--- src/pip_pkg.sv ---
package pip_pkg;

   localparam int VTX_W     = 32;
   localparam int NRM_W     = 18;
   localparam int THR_W     = 31;
   localparam int ALN_W     = 17;
   localparam int IDX_W     = 20;
   localparam int CNT_W     = 21;
   localparam int SCORE_W   = 14;
   localparam int CSR_IDX_W = 3;
   localparam int CSR_DAT_W = 32;

   // classification queue between the geometry pipe and the scorer
   localparam int QUEUE_DEPTH = 8;
   localparam int QPTR_W      = 3;

   // score divider: numerator 2000*diff + m - 1 stays below 2^33
   localparam int DIV_W  = 33;
   localparam int DIVC_W = 6;

   localparam int MAX_POINTS_DEF     = 1048576;
   localparam int MIN_INLIERS_DEF    = 40;
   localparam int TARGET_DENSITY_DEF = 150;

   localparam logic [SCORE_W-1:0] SCORE_FULL   = 14'd10000;
   localparam logic [10:0]        SCORE_SPREAD = 11'd2000;
   localparam logic [CNT_W-1:0]   CNT_SAT      = '1;

   localparam logic [CSR_IDX_W-1:0] REG_NORMAL_X = 3'd0;
   localparam logic [CSR_IDX_W-1:0] REG_NORMAL_Y = 3'd1;
   localparam logic [CSR_IDX_W-1:0] REG_NORMAL_Z = 3'd2;
   localparam logic [CSR_IDX_W-1:0] REG_REF_X    = 3'd3;
   localparam logic [CSR_IDX_W-1:0] REG_REF_Y    = 3'd4;
   localparam logic [CSR_IDX_W-1:0] REG_REF_Z    = 3'd5;
   localparam logic [CSR_IDX_W-1:0] REG_DIST_THR = 3'd6;
   localparam logic [CSR_IDX_W-1:0] REG_ALIGN    = 3'd7;

   typedef struct packed {
      logic signed [NRM_W-1:0] normal_x;
      logic signed [NRM_W-1:0] normal_y;
      logic signed [NRM_W-1:0] normal_z;
      logic signed [VTX_W-1:0] ref_x;
      logic signed [VTX_W-1:0] ref_y;
      logic signed [VTX_W-1:0] ref_z;
      logic [THR_W-1:0]        dist_threshold;
      logic [ALN_W-1:0]        normal_alignment;
   } cfg_type;

   typedef struct packed {
      logic inlier;
      logic last;
   } class_type;

endpackage

--- src/pip_queue.sv ---
module pip_queue (
   input  logic               clock,
   input  logic               reset,
   input  logic               push,
   input  pip_pkg::class_type push_item,
   input  logic               pop,
   output logic               not_empty,
   output pip_pkg::class_type head
);
   import pip_pkg::*;

   class_type            slot_ff [QUEUE_DEPTH];
   logic [QPTR_W-1:0]    wr_ff, rd_ff;
   logic [QPTR_W:0]      count_ff;

   assign not_empty = count_ff != '0;
   assign head      = slot_ff[rd_ff];

   always_ff @(posedge clock) begin
      if (reset) begin
         wr_ff    <= '0;
         rd_ff    <= '0;
         count_ff <= '0;
      end else begin
         if (push) wr_ff <= wr_ff + 1'b1;
         if (pop) rd_ff <= rd_ff + 1'b1;
         count_ff <= count_ff + (QPTR_W+1)'(push) - (QPTR_W+1)'(pop);
      end
   end

   always_ff @(posedge clock) begin
      if (push) slot_ff[wr_ff] <= push_item;
   end

endmodule

--- config.mk ---
export PLATFORM = sky130hd
export DESIGN_NAME = pip_queue
export DESIGN_NICKNAME = d
export VERILOG_FILES = /design/src/pip_pkg.sv /design/src/pip_queue.sv
export SDC_FILE = /design/constraint.sdc
export NUM_CORES = 1
export LEC_CHECK = 0
export ABC_AREA = 0
export BUFFER_PORTS_ARGS = -buffer_cell sky130_fd_sc_hd__buf_2
export CORE_MARGIN = 2
export CORE_UTILIZATION = 30
export CTS_CLUSTER_SIZE = 10
export DETAILED_ROUTE_END_ITERATION = 8
export PLACE_DENSITY = 0.51
export SLEW_MARGIN = 20
export SYNTH_ARGS = -nofsm -noshare
export SYNTH_HDL_FRONTEND = slang
export SYNTH_SLANG_ARGS = --single-unit
export TNS_END_PERCENT = 30
--- constraint.sdc ---
create_clock -name clock -period 4.6 [get_ports clock]
set_input_delay 0.46 -clock clock [delete_from_list [all_inputs] [get_ports clock]]
set_output_delay 0.46 -clock clock [all_outputs]
set_load 0.02 [all_outputs]
After elaboration in Yosys (flattened, before gate mapping) --
Memory sizes are Yosys's and may differ from the RTL's. A register that Yosys moved wholly into a read port is not among the register bits. Index checks and enable logic that the tools add are counted.
Cells by class: multiplexer cells 4, add/sub/neg operators 4, reductions and logical operators 1
Operators with widths (number):
- 3-bit by 1-bit adder with 3-bit output, second input constant | 2
- 3-bit two-way mux | 2
- 4-bit by 1-bit adder with 4-bit output | 1
- 4-bit nonzero test | 1
- 4-bit by 1-bit subtractor with 4-bit output | 1
- 1-bit two-way mux | 2
Storage, ports and cells: input port bits 6, bits in writable memories 16, memories kept 1, bits in registers 10, output and inout bits 3, logic and storage cells 13
Memories:
- slot_ff | words 8, width 2, read ports 1, clocked after Yosys merged registers in 1, wr ports 1, line pip_queue.sv:12 | class_type slot_ff [QUEUE_DEPTH];

Longest topological paths before layout --
Gate-level depths: netlist of the first run.
depth after elaboration 3, mapped depth 8

Worst setup path before layout of the first run --
Ideal clock, no wire load.
kind register to output, from reg with a tool-made name, to out head[0] (netlist bit), stages on the path, launching flop included 3, path slack 2888 ps, path buffers 0, arrival 1252 ps, required time 4140 ps, cell sequence dfxtp_1 -> mux4_1 -> mux2_2
RTL lines:
- end, declared | line pip_queue.sv:8 | output pip_pkg::class_type head

==> reports/qor.txt, run 1 <==
WP data arrival = 1.70 ns
Vias = 656
Final Cycle Share = 0.469
Final setup viols = 0
P_int = 457 µW
Area Overhead vs Synth = 14.9%
critical path, cell by cell = mux4_1 -> mux2_2 -> buf_2
EDFF count, synth = 16
DIE AREA = 4570 µm²
synth cell count leaders = edfxtp_1 (16), nor2_1 (16), dfxtp_1 (13)
final setup TNS = 0 ns
Syn. warnings = 0
IO Pins = 9
CTS H-tree lvls = 2
GR Util All Layers = 0.0977
crit start category = register
Worst Setup End Kind = output pin
fraction of layout cells with a size suffix above 1 = 0.171
Worst Tran Pin Value = 0.367 ns
Die W = 67.6 µm
wire per inst = 11.3 µm
clock sinks = 29
asr flop ratio synth = 0
initial antenna violation count = 0
Primary FF master, synth = edfxtp_1
Worst path max stage delay = 0.58 ns
status = completed
# DRC = 0
synth unique cells = 19
GR Overflow Total = 0
vias in the first global route = 674
Nets = 118
CTS root buf = clkbuf_8
Clk Latency, worst-skew pair = 0.27 ns
TritonCTS clock tree = done
worst-case clock buffer depth = 2
hold violation total from the final report = 0
CP Buf/Inv Count = 1
clock transition at the registers of the reported paths = 0.06 ns
worst min path class = in -> reg
clock power share = 0.310
Post-Syn Area per Cell = 13.5 µm²
crit path time final = 2.16 ns
largest net degree at the start of global routing = 13
Yosys top cell by area = edfxtp_1
Max IR drop VDD = 195 µV
area of the multi-input gates = 444 µm²
drt first pass iters = 3
CTS Buf Count = 5
Syn Inst Count = 90
Seq pwr share = 0.492
sequential share of the synthesized area = 0.610
Core Region = 3940 µm²
FF+latch area = 741 µm²
max_slew headroom = 0.753
delay-heaviest family, CP = multiplexers
Hold Path Origin = push_item[0]
Die H = 67.6 µm
Slew Limit Fails = 0
unrepaired setup endpoints after global routing = false
RR Startpoint = count_ff[0]
Max Clk Rate = 0.463 GHz
leading post-synthesis cells by cell area = edfxtp_1 (40%), dfxtp_1 (21%), mux4_1 (8.7%), ha_1 (7.2%), nor2_1 (4.9%)
skew final = 0.00183 ns
ANT nets after route = 0
critical path class = reg -> out
postcts setup bufs = 0
Logic pwr share = 0.198
Ant. Diodes = 0
Pwr Density = 447 nW/µm²
switch share = 0.269
hpwl dp = 1.31 mm
drt initial violations = 8
max_cap viols = 0
P_sw = 168 µW
Initial Utilization = 0.308
LEAKAGE = 0.000533 µW
gp weighted congestion = 0.734
share of the synthesized area in the top cell type = 0.395
WP data required = 4.14 ns
first-pass GRT wire length = 3.04 mm
Final Util = 0.354
slowest CP cell = mux4_1
DR vias/cell = 4.23
port bufs = 8
CP Max Fanout = 4
Total Wirelength = 1.75 mm
Rows = 23
Filler cells = 378
Gates resized, CTS repair = 0
Netlist Area Pre-Place = 1210 µm²
flops & latches, synth = 29
Post-Syn Nets = 104
hold buffer count at CTS = 0
final cells by class:
class	instances	area share
Tap cell	50	0.0448
Sequential cell	29	0.530
Inverter	7	0.0188
Clock inverter	2	0.00717
Clock buffer	6	0.0520
Multi-Input combinational cell	53	0.318
Timing Repair Buffer	8	0.0287
kinds of logic after synthesis:
group                    share of synthesized area
AO/OA/AOI/OAI                               0.0154
XOR/XNOR                                    0.0361
adder cells (fa/ha/maj)                     0.0886
buffers and inverters                       0.0247
flip-flops                                   0.610
multiplexers                                 0.122
AND/OR/NAND/NOR                              0.104
layout by cell type (no fill, tap or decap), types with 3 or more instances in the layout:
cell and instances:
mux4_1 4, nand2b_1 4, dfxtp_1 13, xor2_1 3, inv_1 7, nand2_1 4, ha_1 7, clkbuf_8 5
nor2_1 16, edfxtp_1 16, buf_2 8
per-layer routing:
layer | track usage | part of all wire | vias to the layer above
met5 | 0 | 0 | -
met3 | 0.0450 | 0.033 | 2
met4 | 0.0612 | 0.014 | 0
met1 | 0.104 | 0.45 | 305
li1 | - | - | 341
met2 | 0.157 | 0.50 | 8
path summary, 6_finish.rpt:
path,end,slack [ns],cells past startpoint
max,head[1],2.44,3
min,slot_ff[2][0],0.47,1
max reg2reg,count_ff[2],3.04,8
min reg2reg,wr_ff[2],0.53,2
per-stage QoR:
stage / power, µW / cell area, µm² / cells / hold slack, ns / worst slack, ns
after floorplan: 406 / 1210 / 90 / 0.485 / 2.89
after global placement: 435 / 1310 / 147 / 0.512 / 2.71
after detailed placement: 438 / 1310 / 147 / 0.524 / 2.70
after CTS: 635 / 1400 / 155 / 0.466 / 2.39
after global routing: 668 / 1400 / 155 / 0.477 / 2.37
final: 624 / 1400 / 155 / 0.469 / 2.44
power by group through the flow:
stage | clock [µW] | combinational (µW) | sequential (µW)
after floorplan | 0 | 95.6 | 310
after global placement | 0 | 122 | 313
after detailed placement | 0 | 124 | 314
after CTS | 202 | 125 | 308
after global routing | 215 | 144 | 310
final | 194 | 124 | 307
Power figures use the tool's default switching activity.
==> run 2, diff against run 1 <==
--- a/config.mk
+++ b/config.mk
@@ -5,13 +5,13 @@
 export SDC_FILE = /design/constraint.sdc
 export NUM_CORES = 1
 export LEC_CHECK = 0
-export ABC_AREA = 0
+export ABC_AREA = 1
 export BUFFER_PORTS_ARGS = -buffer_cell sky130_fd_sc_hd__buf_2
 export CORE_MARGIN = 2
 export CORE_UTILIZATION = 30
 export CTS_CLUSTER_SIZE = 10
 export DETAILED_ROUTE_END_ITERATION = 8
-export PLACE_DENSITY = 0.51
+export PLACE_DENSITY = 0.5
 export SLEW_MARGIN = 20
 export SYNTH_ARGS = -nofsm -noshare
 export SYNTH_HDL_FRONTEND = slang
==> constraint.sdc (replaced) <==
create_clock -name clock -period 2.2 [get_ports clock]
set_input_delay 0.22 -clock clock [delete_from_list [all_inputs] [get_ports clock]]
set_output_delay 0.22 -clock clock [all_outputs]
set_load 0.02 [all_outputs]
==> reports/qor.txt, run 2 <==
Core Region = 4290 µm²
Area Overhead vs Synth = 13.4%
ANT nets after route = 0
largest net degree at the start of global routing = 10
Final setup viols = 0
port bufs = 8
Clk Latency, worst-skew pair = 0.27 ns
Vias = 905
CTS root buf = clkbuf_8
synth cell count leaders = nand2_1 (37), inv_1 (31), edfxtp_1 (16), nor2_1 (16), dfxtp_1 (13)
leading post-synthesis cells by cell area = edfxtp_1 (36%), dfxtp_1 (20%), nand2_1 (11%), inv_1 (8.8%), ha_1 (6.6%)
critical path, cell by cell = inv_1 -> ha_1 -> inv_1 -> ha_1 -> inv_1 -> fa_1 -> xor2_1 -> nor2_1
CP dominant cell by count = inv_1
CTS Buf Count = 5
asr flop ratio synth = 0
final setup TNS = 0 ns
most frequent cells in the layout = nand2_1 (37), inv_1 (31), nor2_1 (16), edfxtp_1 (16), dfxtp_1 (13)
Syn. warnings = 0
commonest non-fill, non-tap cell in the layout = nand2_1
cell area after layout = 1500 µm²
Rows = 24
worst min path class = in -> reg
Post-Syn Nets = 162
WL met3 = 85 µm
wire per inst = 10.2 µm
max_cap viols = 0
# DRC = 0
met2 routed WL = 1.05 mm
top sig layer = met4
Post-Syn Area per Cell = 8.93 µm²
crit path time final = 1.59 ns
drt initial violations = 30
Die H = 70.4 µm
Final Cycle Share = 0.722
GR Overflow Total = 0
initial antenna violation count = 0
vias in the first global route = 922
LEAKAGE = 0.000693 µW
Gates resized, CTS repair = 0
Pwr Density = 896 nW/µm²
Worst path max stage delay = 0.37 ns
hold buffer count at CTS = 0
synth unique cells = 18
Worst Setup End Kind = register
Placed Area = 1420 µm²
Netlist Area Pre-Place = 1320 µm²
skew final = 0.00247 ns
Die W = 70.4 µm
DP Worst Slack = 0.583 ns
EDFF count, synth = 16
DIE AREA = 4950 µm²
final worst slack = 0.612 ns
overall power = 1340 µW
clock sinks = 29
clock transition at the registers of the reported paths = 0.06 ns
hold violation total from the final report = 0
Ant. Diodes = 0
worst-case clock buffer depth = 2
IO Pins = 9
fraction of layout cells with a size suffix above 1 = 0.117
Max Clk Rate = 0.630 GHz
critical path class = reg -> reg
Primary FF master, synth = edfxtp_1
Worst Tran Pin Value = 0.350 ns
most frequent cell after synthesis = nand2_1
status = completed
Syn Inst Count = 148
Yosys top cell by area = edfxtp_1
Final Util = 0.349
CTS H-tree lvls = 2
Nets = 176
Slew Limit Fails = 0
slowest CP cell = fa_1
Metal-1 WL = 981 µm
TritonCTS clock tree = done
Max IR drop VDD = 496 µV
delay-heaviest family, CP = adder cells
crit start category = register
first-pass GRT wire length = 3.82 mm
postcts setup bufs = 0
sequential share of the synthesized area = 0.561
unrepaired setup endpoints after global routing = false
CP Max Fanout = 2
share of the synthesized area in the top cell type = 0.364
DR vias/cell = 4.21
gp weighted congestion = 0.811
Initial Utilization = 0.308
max_slew headroom = 0.766
Total Wirelength = 2.19 mm
drt first pass iters = 4
flops & latches, synth = 29
GR Util All Layers = 0.0995
hpwl dp = 1.74 mm
CP Buf/Inv Count = 3
WP data required = 2.37 ns
WP data arrival = 1.75 ns
==> run 2: changes by cell type after synthesis, sizes merged, moves of 3 or more <==
cell,change
a21oi,+4
o21ai,+3
mux4,-4
nand3,+9
inv,+26
nand2,+33
nand2b,-4
==> run 2: metal layers <==
metal | track usage | up-vias
met5 | 0 | -
met4 | 0.0684 | 0
met3 | 0.0346 | 8
met2 | 0.166 | 16
met1 | 0.104 | 398
li1 | - | 483
==> run 2: cell families after synthesis <==
logic type	Yosys count	synth area share
buf+inv	34	0.104
compound gates	9	0.0369
fa+ha+maj	8	0.0814
flops	29	0.561
xor+xnor	2	0.0133
simple gates	66	0.204
==> run 2: worst register-to-register path: stages, from the launching register on <==
cell and delay (ns):
dfxtp_1 0.30, inv_1 0.05, ha_1 0.26, inv_1 0.06
ha_1 0.16, inv_1 0.06, fa_1 0.37, xor2_1 0.16
nor2_1 0.06
==> run 2: final timing paths <==
path	startpoint	to	slack [ns]	cells past startpoint
max	count_ff[0]	count_ff[2]	0.61	8
min	reset	wr_ff[0]	0.21	2
max reg2reg	count_ff[0]	count_ff[2]	0.61	8
min reg2reg	wr_ff[0]	wr_ff[0]	0.52	2
==> run 2: layout make-up <==
class                           count  area [µm²]
Fill cell                         450        2800
Sequential cell                    29         741
Multi-Input combinational cell     85         443
Inverter                           33         126
Clock buffer                        6        72.6
Tap cell                           52        65.1
Timing Repair Buffer                8        40.0
Clock inverter                      2        10.0
==> run 2: metrics by stage <==
stage / hold WS, ns / std cells
after CTS: 0.200 / 215
after floorplan: 0.282 / 148
after global placement: 0.490 / 207
after global routing: 0.213 / 215
after detailed placement: 0.499 / 207
final: 0.206 / 215
==> run 2: power by group <==
group | internal, µW | switching, µW
sequential | 616 | 25.7
combinational | 116 | 177
clock | 218 | 189
total | 951 | 392
