===== src/pip_pkg.sv =====
package pip_pkg;

   localparam int VTX_W     = 32;
   localparam int NRM_W     = 18;
   localparam int THR_W     = 31;
   localparam int ALN_W     = 17;
   localparam int IDX_W     = 20;
   localparam int CNT_W     = 21;
   localparam int SCORE_W   = 14;
   localparam int CSR_IDX_W = 3;
   localparam int CSR_DAT_W = 32;

   // classification queue between the geometry pipe and the scorer
   localparam int QUEUE_DEPTH = 8;
   localparam int QPTR_W      = 3;

   // score divider: numerator 2000*diff + m - 1 stays below 2^33
   localparam int DIV_W  = 33;
   localparam int DIVC_W = 6;

   localparam int MAX_POINTS_DEF     = 1048576;
   localparam int MIN_INLIERS_DEF    = 40;
   localparam int TARGET_DENSITY_DEF = 150;

   localparam logic [SCORE_W-1:0] SCORE_FULL   = 14'd10000;
   localparam logic [10:0]        SCORE_SPREAD = 11'd2000;
   localparam logic [CNT_W-1:0]   CNT_SAT      = '1;

   localparam logic [CSR_IDX_W-1:0] REG_NORMAL_X = 3'd0;
   localparam logic [CSR_IDX_W-1:0] REG_NORMAL_Y = 3'd1;
   localparam logic [CSR_IDX_W-1:0] REG_NORMAL_Z = 3'd2;
   localparam logic [CSR_IDX_W-1:0] REG_REF_X    = 3'd3;
   localparam logic [CSR_IDX_W-1:0] REG_REF_Y    = 3'd4;
   localparam logic [CSR_IDX_W-1:0] REG_REF_Z    = 3'd5;
   localparam logic [CSR_IDX_W-1:0] REG_DIST_THR = 3'd6;
   localparam logic [CSR_IDX_W-1:0] REG_ALIGN    = 3'd7;

   typedef struct packed {
      logic signed [NRM_W-1:0] normal_x;
      logic signed [NRM_W-1:0] normal_y;
      logic signed [NRM_W-1:0] normal_z;
      logic signed [VTX_W-1:0] ref_x;
      logic signed [VTX_W-1:0] ref_y;
      logic signed [VTX_W-1:0] ref_z;
      logic [THR_W-1:0]        dist_threshold;
      logic [ALN_W-1:0]        normal_alignment;
   } cfg_type;

   typedef struct packed {
      logic inlier;
      logic last;
   } class_type;

endpackage


===== src/pip_back.sv =====
module pip_back #(
   parameter int MAX_POINTS     = pip_pkg::MAX_POINTS_DEF,
   parameter int MIN_INLIERS    = pip_pkg::MIN_INLIERS_DEF,
   parameter int TARGET_DENSITY = pip_pkg::TARGET_DENSITY_DEF
) (
   input  logic                             clock,
   input  logic                             reset,
   input  logic                             q_valid,
   input  pip_pkg::class_type               q_item,
   output logic                             q_pop,
   output logic                             rsp_valid,
   input  logic                             rsp_ready,
   output logic [pip_pkg::IDX_W-1:0]        rsp_point_index,
   output logic                             rsp_is_inlier,
   output logic [pip_pkg::CNT_W-1:0]        rsp_inlier_count,
   output logic                             rsp_score_valid,
   output logic [pip_pkg::SCORE_W-1:0]      rsp_plane_score
);
   import pip_pkg::*;

   localparam int PC_W = $clog2(MAX_POINTS);
   localparam logic [PC_W-1:0]  PC_LAST  = PC_W'(MAX_POINTS - 1);
   localparam logic [CNT_W-1:0] MIN_C    = CNT_W'(MIN_INLIERS);
   localparam logic [CNT_W-1:0] TARGET_C = CNT_W'(TARGET_DENSITY);

   localparam logic [1:0] ST_IDLE = 2'd0;
   localparam logic [1:0] ST_DIV  = 2'd1;
   localparam logic [1:0] ST_OUT  = 2'd2;

   logic [1:0]        state_ff;
   logic [PC_W-1:0]   pcnt_ff;
   logic [CNT_W-1:0]  icnt_ff, cnt_upd, diff, m_sel;
   logic              out_free, scoring, load_now, load_div;
   logic [PC_W+IDX_W-1:0] idx_wide;

   logic [DIV_W-1:0]  num_ff;
   logic [CNT_W-1:0]  rem_ff, m_ff;
   logic [DIVC_W-1:0] iter_ff;
   logic [CNT_W:0]    rem_sh, rem_sub;
   logic              ge;

   logic [IDX_W-1:0]  p_idx_ff;
   logic              p_inl_ff;
   logic [CNT_W-1:0]  p_cnt_ff;

   logic              rsp_valid_ff, rsp_inl_ff, rsp_sv_ff;
   logic [IDX_W-1:0]  rsp_idx_ff;
   logic [CNT_W-1:0]  rsp_cnt_ff;
   logic [SCORE_W-1:0] rsp_score_ff;

   assign out_free = !rsp_valid_ff || rsp_ready;
   assign q_pop    = (state_ff == ST_IDLE) && q_valid && out_free;
   assign cnt_upd  = (q_item.inlier && icnt_ff != CNT_SAT) ? icnt_ff + 1'b1 : icnt_ff;
   assign scoring  = q_item.last && (cnt_upd > MIN_C);
   assign diff     = (cnt_upd > TARGET_C) ? cnt_upd - TARGET_C : TARGET_C - cnt_upd;
   assign m_sel    = (cnt_upd > TARGET_C) ? cnt_upd : TARGET_C;
   assign idx_wide = {IDX_W'(0), pcnt_ff};
   assign load_now = q_pop && !scoring;
   assign load_div = (state_ff == ST_OUT) && out_free;

   assign rem_sh  = {rem_ff, num_ff[DIV_W-1]};
   assign rem_sub = rem_sh - {1'b0, m_ff};
   assign ge      = rem_sh >= {1'b0, m_ff};

   always_ff @(posedge clock) begin
      if (reset) begin
         state_ff     <= ST_IDLE;
         pcnt_ff      <= '0;
         icnt_ff      <= '0;
         rsp_valid_ff <= 1'b0;
         iter_ff      <= '0;
      end else begin
         if (load_now || load_div) rsp_valid_ff <= 1'b1;
         else if (rsp_ready)       rsp_valid_ff <= 1'b0;
         if (q_pop) begin
            // restart both counters after the last point of a cloud
            if (q_item.last) begin
               pcnt_ff <= '0;
               icnt_ff <= '0;
            end else begin
               pcnt_ff <= (pcnt_ff == PC_LAST) ? '0 : pcnt_ff + 1'b1;
               icnt_ff <= cnt_upd;
            end
         end
         case (state_ff)
            ST_IDLE: begin
               if (q_pop && scoring) begin
                  state_ff <= ST_DIV;
                  iter_ff  <= '0;
               end
            end
            ST_DIV: begin
               iter_ff <= iter_ff + 1'b1;
               if (iter_ff == DIVC_W'(DIV_W - 1)) state_ff <= ST_OUT;
            end
            ST_OUT: begin
               if (out_free) state_ff <= ST_IDLE;
            end
            default: state_ff <= ST_IDLE;
         endcase
      end
   end

   always_ff @(posedge clock) begin
      if (q_pop) begin
         p_idx_ff <= idx_wide[IDX_W-1:0];
         p_inl_ff <= q_item.inlier;
         p_cnt_ff <= cnt_upd;
         // ceiling quotient: divide 2000*diff + m - 1 by m
         num_ff   <= DIV_W'(diff) * DIV_W'(SCORE_SPREAD) + DIV_W'(m_sel) - 1'b1;
         rem_ff   <= '0;
         m_ff     <= m_sel;
      end else if (state_ff == ST_DIV) begin
         rem_ff <= ge ? rem_sub[CNT_W-1:0] : rem_sh[CNT_W-1:0];
         num_ff <= {num_ff[DIV_W-2:0], ge};
      end
      if (load_now) begin
         rsp_idx_ff   <= idx_wide[IDX_W-1:0];
         rsp_inl_ff   <= q_item.inlier;
         rsp_cnt_ff   <= cnt_upd;
         rsp_sv_ff    <= q_item.last;
         rsp_score_ff <= '0;
      end else if (load_div) begin
         rsp_idx_ff   <= p_idx_ff;
         rsp_inl_ff   <= p_inl_ff;
         rsp_cnt_ff   <= p_cnt_ff;
         rsp_sv_ff    <= 1'b1;
         rsp_score_ff <= SCORE_FULL - num_ff[SCORE_W-1:0];
      end
   end

   assign rsp_valid        = rsp_valid_ff;
   assign rsp_point_index  = rsp_idx_ff;
   assign rsp_is_inlier    = rsp_inl_ff;
   assign rsp_inlier_count = rsp_cnt_ff;
   assign rsp_score_valid  = rsp_sv_ff;
   assign rsp_plane_score  = rsp_score_ff;

endmodule


===== config.mk =====
export PLATFORM = sky130hd
export DESIGN_NAME = pip_back
export DESIGN_NICKNAME = d
export VERILOG_FILES = /design/src/pip_pkg.sv /design/src/pip_back.sv
export SDC_FILE = /design/constraint.sdc
export NUM_CORES = 1
export LEC_CHECK = 0
export ABC_AREA = 1
export BUFFER_PORTS_ARGS = -buffer_cell sky130_fd_sc_hd__buf_2
export CORE_MARGIN = 2
export CORE_UTILIZATION = 55
export DETAILED_ROUTE_END_ITERATION = 8
export PLACE_DENSITY = 0.69
export REMOVE_ABC_BUFFERS = 1
export SKIP_LAST_GASP = 1
export SYNTH_ARGS = -nofsm -noshare
export SYNTH_HDL_FRONTEND = slang
export SYNTH_SLANG_ARGS = --single-unit

===== constraint.sdc =====
create_clock -name clock -period 10.1 [get_ports clock]
set_input_delay 1.01 -clock clock [delete_from_list [all_inputs] [get_ports clock]]
set_output_delay 1.01 -clock clock [all_outputs]
set_load 0.05 [all_outputs]

=== Word-level counts from Yosys, hierarchy flattened ===
Index checks and enable logic that the tools add are counted.

* Input bits: 6
* Output and inout bits: 59
* Word-level logic and storage cells: 80
* Flip-flop bits (word level): 224

* $add $sub $neg: 9
* Eq/ne operators: 8
* Mux-type cells: 25
* Multiply operators: 1
* Magnitude comparators: 3
* Reduce and logical (&&, ||, !) cells: 18

{| class="wikitable"
|+ Operators with widths
! operator !! count
|-
| $mux W21 || 7
|-
| $mux W20 || 4
|-
| $mux W33 || 2
|-
| $add A32 B21 Y33 || 1
|-
| $sub A33 B1 Y33 const B || 1
|-
| $mul A21 B7 Y28 const B || 1
|-
| $ge A22 B21 Y1 || 1
|-
| $add A21 B1 Y21 const B || 1
|-
| $gt A21 B6 Y1 const B || 1
|-
| $gt A21 B8 Y1 const B || 1
|-
| $ne A21 B21 Y1 const B || 1
|-
| $sub A21 B21 Y21 || 1
|-
| $sub A21 B8 Y21 const B || 1
|-
| $sub A8 B21 Y21 const A || 1
|-
| $add A20 B1 Y20 const B || 1
|-
| $eq A20 B20 Y1 const B || 1
|-
| $sub A14 B14 Y14 const A || 1
|-
| $pmux W6 S2 || 1
|-
| $reduce_bool A2 Y1 || 4
|-
| $logic_and A1 B1 Y1 || 7
|-
| $add A6 B1 Y6 const B || 1
|-
| $eq A6 B6 Y1 const B || 1
|-
| $mux W1 || 6
|-
| $mux W2 || 3
|-
| 11 further kinds || 14
|}

=== Depth between registers and ports, before layout ===
* Depth in word-level cells: 9
* Depth in mapped cells: 55
* Mapped depth without buffers: 54

=== Worst setup path after synthesis ===
Ideal clock, no wire load.

* Path type: register -> register
* From: register icnt_ff[0]
* To: register num_ff[30], data pin
* Data arrival time: 7.947 ns
* Path buffers: 2
* Setup slack: 1.887 ns
* Stages on the path, launching flop included: 45
* Data required time: 9.834 ns
* Clock period less this slack: 8.213 ns
* Library setup time: 0.266 ns
* Cells stage by stage: dfxtp_1 ha_1 inv_1 nor2_1 nand2_1 nor2_1 nand2_1 nand2_4 buf_6 nand2_1 o21ai_1 ha_1 nand3_1 nor2_1 nand3_1 nand3_2 nand2_4 buf_6 [9 not listed] nand2_1 nor2_1 a21oi_1 xor2_1 ha_1 inv_1 ha_1 nand2_1 nor4_1 nand2_1 o2111ai_1 nand3_1 nand3_1 nand2_1 nand2_1 nand2_1 nand3_1 nand2_1

* Word-level cells in the longest chain between the ends: 9
* Elaborated cells between the ends (all ways): 13
* Those cells by class: add/sub (5); mul (1); order compare (1); eq/ne (1); mux (4); reduce/logical (1)

{| class="wikitable"
|+ Ends and longest elaborated chain
! item !! RTL line !! source
|-
| start: declaration || pip_back.sv:32 || <nowiki>logic [CNT_W-1:0] icnt_ff, cnt_upd, diff, m_sel;</nowiki>
|-
| start signal: assignment || pip_back.sv:82 || <nowiki>icnt_ff <= cnt_upd;</nowiki>
|-
| parallel branches: the longest is 2 deep, another holds $add A21 B1 Y21 || - ||
|-
| $mux W21 (*) || pip_back.sv:53 || <nowiki>assign cnt_upd = (q_item.inlier && icnt_ff != CNT_SAT) ? icnt_ff + 1'b1 : icnt_ff;</nowiki>
|-
| net cnt_upd[1] || pip_back.sv:32 ||
|-
| $sub A8 B21 Y21, or another cell as far along || pip_back.sv:55 || <nowiki>assign diff = (cnt_upd > TARGET_C) ? cnt_upd - TARGET_C : TARGET_C - cnt_upd;</nowiki>
|-
| $mux W21 || pip_back.sv:55 ||
|-
| $mul A21 B7 Y28 || pip_back.sv:110 || <nowiki>num_ff <= DIV_W'(diff) * DIV_W'(SCORE_SPREAD) + DIV_W'(m_sel) - 1'b1;</nowiki>
|-
| $add A32 B21 Y33 (*) || pip_back.sv:110 ||
|-
| $sub A33 B1 Y33 (*) || pip_back.sv:110 ||
|-
| $mux W33 (*) || pip_back.sv:105 || <nowiki>if (q_pop) begin</nowiki>
|-
| end signal: assignment || pip_back.sv:110 ||
|-
| end signal: assignment || pip_back.sv:115 || <nowiki>num_ff <= {num_ff[DIV_W-2:0], ge};</nowiki>
|-
| end: declaration || pip_back.sv:36 || <nowiki>logic [DIV_W-1:0] num_ff;</nowiki>
|}

Mark *: on every way through the listed nets, which the timed path passes.
A chain may end at the register's enable or synchronous reset.

=== Worst setup path in the final report ===
* From: register icnt_ff[0]
* To: register num_ff[32], data pin

The elaborated chain is that of the path after synthesis.

==> impl_metrics.py <==
metrics = {
    "yosys": {
        "ys_async_sr_fraction_pct": 0,
        "synth_edf_count": 139,
        "syn-cell-area_um2": 18200,
        "postSynthCellCount": 2436,
        "ys_ff_latch": 224,
        "yosysWarnings": 0,
        "synthTopCellsByArea": "edfxtp_1, nand2_1, dfxtp_1",
        "synth.distinct_cells": 50,
        "synth_ff_type": "edfxtp_1",
        "synth_top_area_share_pct": 23.0,
        "yosysSeqAreaShare_pct": 32.3,
        "synth_top_area_cell": "edfxtp_1",
        "synth_area_per_cell_um2": 7.46,
    },
    "layout": {
        "nets": 2709,
        "final_common_cell": "nand2_1",
        "drive_above_1_share_pct": 9.37,
        "area_delta_synth_final_pct": 9.30,
        "antenna_cells": 0,
        "nFillCells": 3086,
        "fin_util_pct": 61.1,
        "final_cell_mix": "nand2_1, inv_1, nor2_1",
    },
    "global_routing": {
        "grt_use_met2_pct": 52.0,
        "grt_pass1_wl_mm": 77.2,
        "grt_use_met3_pct": 2.68,
        "grt_pass1_vias": 15547,
        "antenna_found_initial": 0,
        "busiest_layer": "met2",
        "grtUsageMet1_pct": 33.9,
        "grt_overflow_total": 0,
        "grt_max_degree": 70,
        "track_usage_pct": 28.2,
    },
    "setup_path": {
        "cp_data_required_time_ns": 10.38,
        "worstSetupEndpointType": "flop",
        "critPathSlowestCell": "fa_1",
        "cpMostUsedCell": "nand2_1",
        "worstPathArrival_ns": 9.65,
        "startpoint": "icnt_ff[0]",
        "crit_type": "reg -> reg",
        "critPathMaxFanout": 25,
        "r2r-start": "icnt_ff[0]",
        "critPathMaxStageDelay_ns": 0.53,
        "start_kind": "flop",
    },
    "worst_hold_path": {
        "worstHoldStart": "rsp_plane_score[3]",
        "hold_path.class": "reg -> reg",
    },
    "floorplanning": {
        "die_x_um": 186,
        "ioPinCount": 65,
        "core.rowCount": 66,
        "fp.dieArea_um2": 34500,
        "fp.coreArea_um2": 32500,
        "die_h_um": 186,
        "initial_core_util_pct": 55.9,
    },
    "place": {
        "portBuffers": 64,
        "hpwl_mm": 37.1,
        "gp_congestion": 0.958,
    },
    "routing": {
        "drc": 0,
        "drt_wl_total_mm": 47.0,
        "firstDrtPassIters": 6,
        "antenna_left": 0,
        "vias_per_cell": 5.32,
        "vias": 15763,
        "wire_per_inst_um": 15.9,
        "drtIter0Drc": 950,
    },
    "clock_network": {
        "clock-sinks": 224,
        "htreeDepth": 1,
        "cts_buffers": 25,
        "cts_root_buf": "clkbuf_16",
        "clk_latency_ns": 0.53,
        "clkTransAtPathRegs_ns": 0.06,
        "clk_path_buf_depth": 3,
        "cts_tree": "done",
        "hold_buffers": 0,
    },
    "timing": {
        "period_share_pct": 92.8,
        "rsz0062_at_grt": "no",
        "fmax_ghz": 0.107,
        "drv_slew": 0,
        "skew_ns": 0.0110,
        "finalSetupViolations": 0,
        "tns_ns": 0,
        "layout_min_cycle_time_ns": 9.37,
        "tightest_slew_ns": 0.912,
        "slew_headroom_pct": 39.0,
        "hold_viol": 0,
    },
    "status": {
        "status": "complete, no violations",
    },
    "run": {
        "drv_cap": 0,
    },
}
[flip-flops by register name (all words and copies together) (netlist names), 14 cells and up]
register and flops:
num_ff 33, icnt_ff 21, m_ff 21, p_cnt_ff 21, rem_ff 21, rsp_inlier_count 21
p_idx_ff 20, pcnt_ff 20, rsp_point_index 20, rsp_plane_score 14
[final timing paths]
check / end / slack, ns / depth (start not counted)
max: num_ff[32] / 0.73 / 49
min: rsp_plane_score[3] / 0.46 / 2
max reg2reg: num_ff[32] / 0.73 / 49
min reg2reg: rsp_plane_score[3] / 0.46 / 2
[stage by stage]
stage | cells | cell area, um^2 | hold slack, ns | worst slack (ns)
2_1_floorplan | 2390 | 17900 | 0.430 | 1.41
3_3_place_gp | 2915 | 19000 | 0.436 | 0.601
3_5_place_dp | 2915 | 19000 | 0.441 | 0.624
4_1_cts | 2961 | 19800 | 0.461 | 0.567
5_1_grt | 2961 | 19900 | 0.476 | 0.0527
6_report | 2961 | 19900 | 0.460 | 0.730
[kinds of logic (layout without fill, tap and decap cells)]
family / after synthesis / count (layout) / synth area share (%)
XOR/XNOR: 85 / 85 / 4.09
AO/OA/AOI/OAI: 336 / 336 / 10.2
AND/OR/NAND/NOR: 1144 / 1144 / 26.9
flip-flops: 224 / 224 / 32.3
adder cells (fa/ha/maj): 203 / 203 / 16.9
buffers and inverters: 444 / 527 / 9.59
[cells in the mapped netlist, types with 3 or more instances]
master / instances
nand2_4: 14
o21bai_1: 11
nand4_1: 33
nand3_1: 119
nand3b_1: 13
fa_1: 70
inv_1: 377
clkbuf_1: 32
a21oi_2: 3
inv_2: 17
o21ai_2: 3
nor2_1: 162
buf_6: 8
or2_2: 11
a21boi_1: 3
o21ai_4: 3
nor4_1: 8
o22ai_1: 3
a21o_1: 5
edfxtp_1: 139
nand3_2: 3
nand2_2: 33
buf_2: 3
o211ai_1: 8
xor2_1: 54
nor2_2: 7
nor3_1: 23
xnor2_1: 31
a21oi_1: 160
o21ai_0: 118
o21ai_1: 6
nand2_1: 713
ha_1: 133
dfxtp_1: 85
[metal layers]
metal	wire length (um)	vias up	share of wire, %
li1	-	7946	-
met1	19500	7362	42
met4	1680	0	3.6
met5	0	-	0
met2	23900	358	51
met3	1900	97	4.0
[layout make-up]
class / count / area (um^2) / area share (%)
Clock buffer: 30 / 674 / 3.39
Clock inverter: 16 / 199 / 1.00
Inverter: 398 / 1500 / 7.57
Multi-Input combinational cell: 1768 / 10600 / 53.4
Sequential cell: 224 / 5880 / 29.6
Tap cell: 442 / 553 / 2.78
Timing Repair Buffer: 83 / 463 / 2.33
[what timing repair did]
action                                  CTS  global route
resized for setup                         0             8
endpoints found under the setup margin    0             9
buffers inserted                          0             0
[critical path, delay by kind of cell (launching register included)]
kind / cells / cell delay [ns]
and+or+nand+nor: 28 / 3.71
adders and majority gates: 8 / 3.27
buffers and inverters: 10 / 1.05
DFF: 1 / 0.41
AOI/OAI and AO/OA: 2 / 0.39
xor gates and xnor gates: 1 / 0.26
Power is not shown: default switching activity piles up to over one toggle a cycle in this logic, so the estimate is an artifact.
